--- config.mk ---
export PLATFORM = sky130hd
export DESIGN_NAME = dds_cell
export DESIGN_NICKNAME = d
export VERILOG_FILES = /design/src/dds_pkg.sv /design/src/dds_cell.sv
export SDC_FILE = /design/constraint.sdc
export NUM_CORES = 1
export LEC_CHECK = 0
export ABC_AREA = 1
export BUFFER_PORTS_ARGS = -buffer_cell sky130_fd_sc_hd__buf_4
export CORE_MARGIN = 10
export CORE_UTILIZATION = 49
export DETAILED_ROUTE_END_ITERATION = 10
export GPL_ROUTABILITY_DRIVEN = 0
export PLACE_DENSITY = 0.7
export SYNTH_ARGS = -nofsm -noshare
export SYNTH_HDL_FRONTEND = slang
export SYNTH_SLANG_ARGS = --single-unit
--- constraint.sdc ---
create_clock -name clock -period 5.35 [get_ports clock]
set_clock_uncertainty 0.1 [all_clocks]
set_input_delay 0.535 -clock clock [delete_from_list [all_inputs] [get_ports clock]]
set_output_delay 0.535 -clock clock [all_outputs]
set_load 0.01 [all_outputs]
--- src/dds_pkg.sv ---
// shared types, constants and the arctangent table for the steering pipeline
package dds_pkg;

   // default parameter values
   localparam int CORDIC_STAGES_DEF = 16;
   localparam int DATA_WIDTH_DEF = 16;

   // datapath widths inside the cordic chains
   localparam int XY_W = 27;
   localparam int Z_W = 21;

   // angles are Q.16 radians
   localparam logic signed [Z_W-1:0] ANG_PI = 21'sd205887;
   localparam logic signed [Z_W+1:0] ANG_TWO_PI = 23'sd411775;
   localparam logic signed [Z_W-1:0] HALF_PI = 21'sd102944;
   localparam logic [15:0] INV_GAIN = 16'd39797;

   // register map
   localparam logic REG_SPEED_GAIN = 1'b0;
   localparam logic REG_TURN_GAIN = 1'b1;
   localparam logic [15:0] GAIN_RESET = 16'd256;

   typedef enum logic {
      MODE_VECTOR,
      MODE_ROTATE
   } cordic_mode_type;

   typedef struct packed {
      logic                  valid;
      logic signed [XY_W-1:0] x;
      logic signed [XY_W-1:0] y;
      logic signed [Z_W-1:0]  z;
   } cordic_sample_type;

   // round(atan(2^-i) * 2^16), zero past the table
   function automatic logic signed [Z_W-1:0] atan_at(input int idx);
      int v;
      case (idx)
         0: v = 51472;
         1: v = 30386;
         2: v = 16055;
         3: v = 8150;
         4: v = 4091;
         5: v = 2047;
         6: v = 1024;
         7: v = 512;
         8: v = 256;
         9: v = 128;
         10: v = 64;
         11: v = 32;
         12: v = 16;
         13: v = 8;
         14: v = 4;
         15: v = 2;
         16: v = 1;
         default: v = 0;
      endcase
      return Z_W'(v);
   endfunction

endpackage

--- src/dds_cell.sv ---
// one cordic micro-rotation stage, registered
module dds_cell #(
   parameter int SHIFT = 0,
   parameter dds_pkg::cordic_mode_type MODE = dds_pkg::MODE_VECTOR
) (
   input  logic                       clock,
   input  logic                       reset,
   input  dds_pkg::cordic_sample_type d_in,
   output dds_pkg::cordic_sample_type d_out
);

   localparam logic signed [dds_pkg::Z_W-1:0] ATAN = dds_pkg::atan_at(SHIFT);

   dds_pkg::cordic_sample_type stage_ff, stage_in;
   logic signed [dds_pkg::XY_W-1:0] dx, dy;
   logic up;

   always_comb begin
      dx = d_in.y >>> SHIFT;
      dy = d_in.x >>> SHIFT;
      // vectoring drives y to zero, rotation drives z to zero
      up = (MODE == dds_pkg::MODE_VECTOR) ? !d_in.y[dds_pkg::XY_W-1]
                                          : !d_in.z[dds_pkg::Z_W-1];
      stage_in.valid = d_in.valid;
      if (MODE == dds_pkg::MODE_VECTOR) begin
         if (up) begin
            stage_in.x = d_in.x + dx;
            stage_in.y = d_in.y - dy;
            stage_in.z = d_in.z + ATAN;
         end else begin
            stage_in.x = d_in.x - dx;
            stage_in.y = d_in.y + dy;
            stage_in.z = d_in.z - ATAN;
         end
      end else begin
         if (up) begin
            stage_in.x = d_in.x - dx;
            stage_in.y = d_in.y + dy;
            stage_in.z = d_in.z - ATAN;
         end else begin
            stage_in.x = d_in.x + dx;
            stage_in.y = d_in.y - dy;
            stage_in.z = d_in.z + ATAN;
         end
      end
   end

   always_ff @(posedge clock) begin
      stage_ff.x <= stage_in.x;
      stage_ff.y <= stage_in.y;
      stage_ff.z <= stage_in.z;
      if (reset) begin
         stage_ff.valid <= 1'b0;
      end else begin
         stage_ff.valid <= stage_in.valid;
      end
   end

   assign d_out = stage_ff;

endmodule

### Word level (Yosys, flattened, before mapping)

Cells that the tools add are included.
Widths: inputs -> output; s select.

| cells by class | value |
|---|---|
| muxes and demuxes | 1 |
| add/subtract/negate cells | 5 |

Operators by type and width:

| operator | number |
|---|---|
| $mux 75 | 1 |
| $sub 27x27->27 | 2 |
| $add 27x27->27 | 1 |
| $add 21x17->21 const B | 1 |
| $sub 21x17->21 const B | 1 |

| word-level totals | value |
|---|---|
| bits of input ports | 78 |
| output and inout bits | 76 |
| bits in registers | 76 |
| word-level logic and storage cells | 10 |

### Logic depth before layout (Yosys ltp)

| logic depth | value |
|---|---|
| word-level depth | 2 |
| gate-level depth with buffers | 15 |
| mapped depth without buffers | 14 |

### Worst setup path after synthesis

OpenSTA, ideal clock, no wires.

| path | value |
|---|---|
| path kind | in2reg |
| start | in d_in[47] (netlist name) |
| end | reg stage_ff, in the netlist d_out[15] |
| arrival | 2034 ps |
| path slack | 3096 ps |
| data required time | 5130 ps |
| library setup time | 120 ps |
| cell stages on the path | 9 |
| buffers on the path | 1 |
| cell sequence | clkinv_1 -> buf_2 -> ha_1 -> a21o_1 -> a21oi_1 -> o21ai_0 -> nand2_1 -> nand2_1 -> xor2_1 |

RTL lines:

| element | RTL line | source |
|---|---|---|
| from (decl) | dds_cell.sv:8 | `input dds_pkg::cordic_sample_type d_in,` |
| to (decl) | dds_cell.sv:14 | `dds_pkg::cordic_sample_type stage_ff, stage_in;` |

==> summary.txt <==
Finish
  – Nets@finish: 1,733
  – Post-route cell area: about 0.010 mm²
  – Area growth, synth to finish: 17.7%
  – Largest register FFs: between 70 and 80
  – Share of layout cells above drive strength 1: between 10% and 20%
  – Antenna diode count: 0
  – Most common cell after layout, fill and taps aside: nand2_1
  – Most frequent cells in the layout: nand2_1, inv_1, buf_4

Synth
  – Post-synthesis instance total: 1,420
  – Unique masters post-synth: 38
  – Synthesis-stage register bit count: 75
  – Yosys top cell by area: nand2_1
  – YS warnings: 0
  – Mean area per synthesized cell: about 6 µm²
  – Yosys top cell area share: between 10% and 20%
  – Synth top area cells: nand2_1, dfxtp_1, ha_1
  – Seq/Total Area, Yosys: 17.7%
  – Synth Cell Area: around 0.0085 mm²
  – Syn Nets: 1,604

Clock network
  – Clock sinks: between 70 and 80
  – Num CTS Buffers: 9
  – CTS H-Tree Depth: 3
  – Reg clk slew, reported paths: 0.07 ns
  – Post_cts resized: 0
  – CTS tree: done
  – CTS root buffer: clkbuf_16
  – Hold-fix buffers at CTS: 0
  – Max clock buf depth: 2
  – Post-CTS Setup Bufs: 0

Critical path
  – CP Launch Type: input port
  – Critical path class: input port to flip-flop
  – CP Max Fanout: 69
  – Critical path endpoint category: flip-flop
  – Critical Path RT: around 5.5 ns
  – CP arrival: 2.91 ns

Min path
  – Hold path startpoint: d_in[2]
  – Hold WC Path Type: input port to flip-flop
  – Hold depth: 1
  – Worst Hold End: d_out[2]

Detailed routing
  – Routed vias/inst: around 5.2
  – Antenna Nets Post-Route: 0
  – DRT iter0 DRCs: 856
  – Total vias in the final route: about 9,300
  – DR pass1 iterations: 5
  – DR WL/cell: 15.1 µm
  – Residual DRC: 0
  – Routed WL: ~27,000 µm

Timing
  – Max Fclk: 362 MHz
  – Tcrit/Tclk final: a little over 50%
  – Endpoints failing setup: 0
  – Hold slack final: ~0.18 ns
  – Pins over their slew limit: 0
  – Setup TNS: 0 ns
  – Unrepaired setup endpoints after global routing: no
  – Rel. slew slack: between 40% and 50%
  – Final Critical Period: around 2.8 ns
  – Final worst slack: between 2 and 3 ns
  – Final hold viol count: 0
  – Tightest Pin Transition: roughly 0.76 ns

Global route
  – Vias in the first global route: 8,824
  – Initial antenna violation count: 0
  – GRT Resource Usage Total: between 20% and 30%
  – Gr ovfl total: 0
  – First-pass GRT wire length: about 43,000 µm
  – Largest net degree at the start of global routing: 70

Power
  – PD cells: approximately 240 mW/mm²
  – VDD IR max: 0.000153 V
  – Total Power: approximately 0.0024 W
  – LEAKAGE: between 5 and 6 nW

Place
  – Hpwl dp: approximately 22,000 µm
  – Placed cell areas: between 0.009 and 0.01 mm²
  – I/O Buffers: approximately 150
  – Dpl ws: roughly 2.2 ns

Floorplan
  – Site Rows: 48
  – Ports: 154
  – Core Area: about 0.017 mm²
  – Effective utilization at floorplan: between 40% and 50%
  – Die Area: about 0.023 mm²
  – Width of the die: about 150 µm
  – Die Ht: approximately 150 µm

Job
  – Max_cap viols: 0

Run status
  – Outcome: completed
-- synthesized netlist by cell type (all sizes together) --
cell,number
dfxtp,75
o21bai,16
a21o,3
nand2,457
fa,4
a211oi,1
xnor2,7
clkbuf,5
and3,2
a31oi,9
o21ai,58
nor2,106
xor2,21
o31ai,4
nand3,128
inv,250
buf,31
a21boi,2
nand3b,3
ha,102
o21a,2
a21oi,93
clkinv,2
nand4,29
o22ai,5
nor3,5
-- critical path, stage by stage --
cell	delay (ns)
buf_4	0.58
clkinv_1	0.21
buf_4	0.34
ha_1	0.41
a21oi_1	0.21
o21a_1	0.17
nor2_1	0.04
nor3_1	0.20
nand2_1	0.09
nand2_1	0.06
nand2_1	0.04
-- area by class of cell --
type | count | area [µm²]
clock inverters | 6 | 70.1
repair buffers | 154 | 1160
multi-input cells | 1057 | 5790
well taps | 225 | 282
inverters | 252 | 946
fillers | 1758 | 7130
clock buffers | 10 | 239
flip-flops and latches | 75 | 1500
-- power breakdown --
group          internal (W)  switching, W  leakage [nW]
Clock              0.000378      0.000270         0.153
Combinational      0.000398      0.000648          4.87
Sequential         0.000659     0.0000269         0.633
Total               0.00144      0.000945          5.66
-- cells by family after synthesis --
family,synth area share (%)
simple gates,36.7
xor+xnor,2.89
buf+inv,14.1
fa+ha+maj,16.0
flops,17.7
compound gates,12.7
-- routing by layer --
layer  vias to the layer above  share of wire (%)  global-route usage, %
met4                         0                3.3                   9.29
met5                         -                  0                      0
met3                        70                 10                   5.23
met1                      4071                 42                   28.8
li1                       4730                  -                      -
met2                       452                 45                   37.6
-- worst max-delay path by stage --
stage,from,to,depth (start not counted)
floorplan,d_in[47],d_out[15],9
global placement,d_in[47],d_out[18],14
detailed placement,d_in[47],d_out[19],11
CTS,d_in[47],d_out[19],11
global route,d_in[47],d_out[18],14
finish,d_in[47],d_out[19],11
-- through the flow --
stage,utilization [%],instances
final,58.3,1779
after detailed placement,56.5,1763
after floorplan,-,1420
after global placement,56.5,1763
after CTS,58.3,1779
after global routing,58.3,1779
No activity file was read; power rests on OpenSTA's default activity.
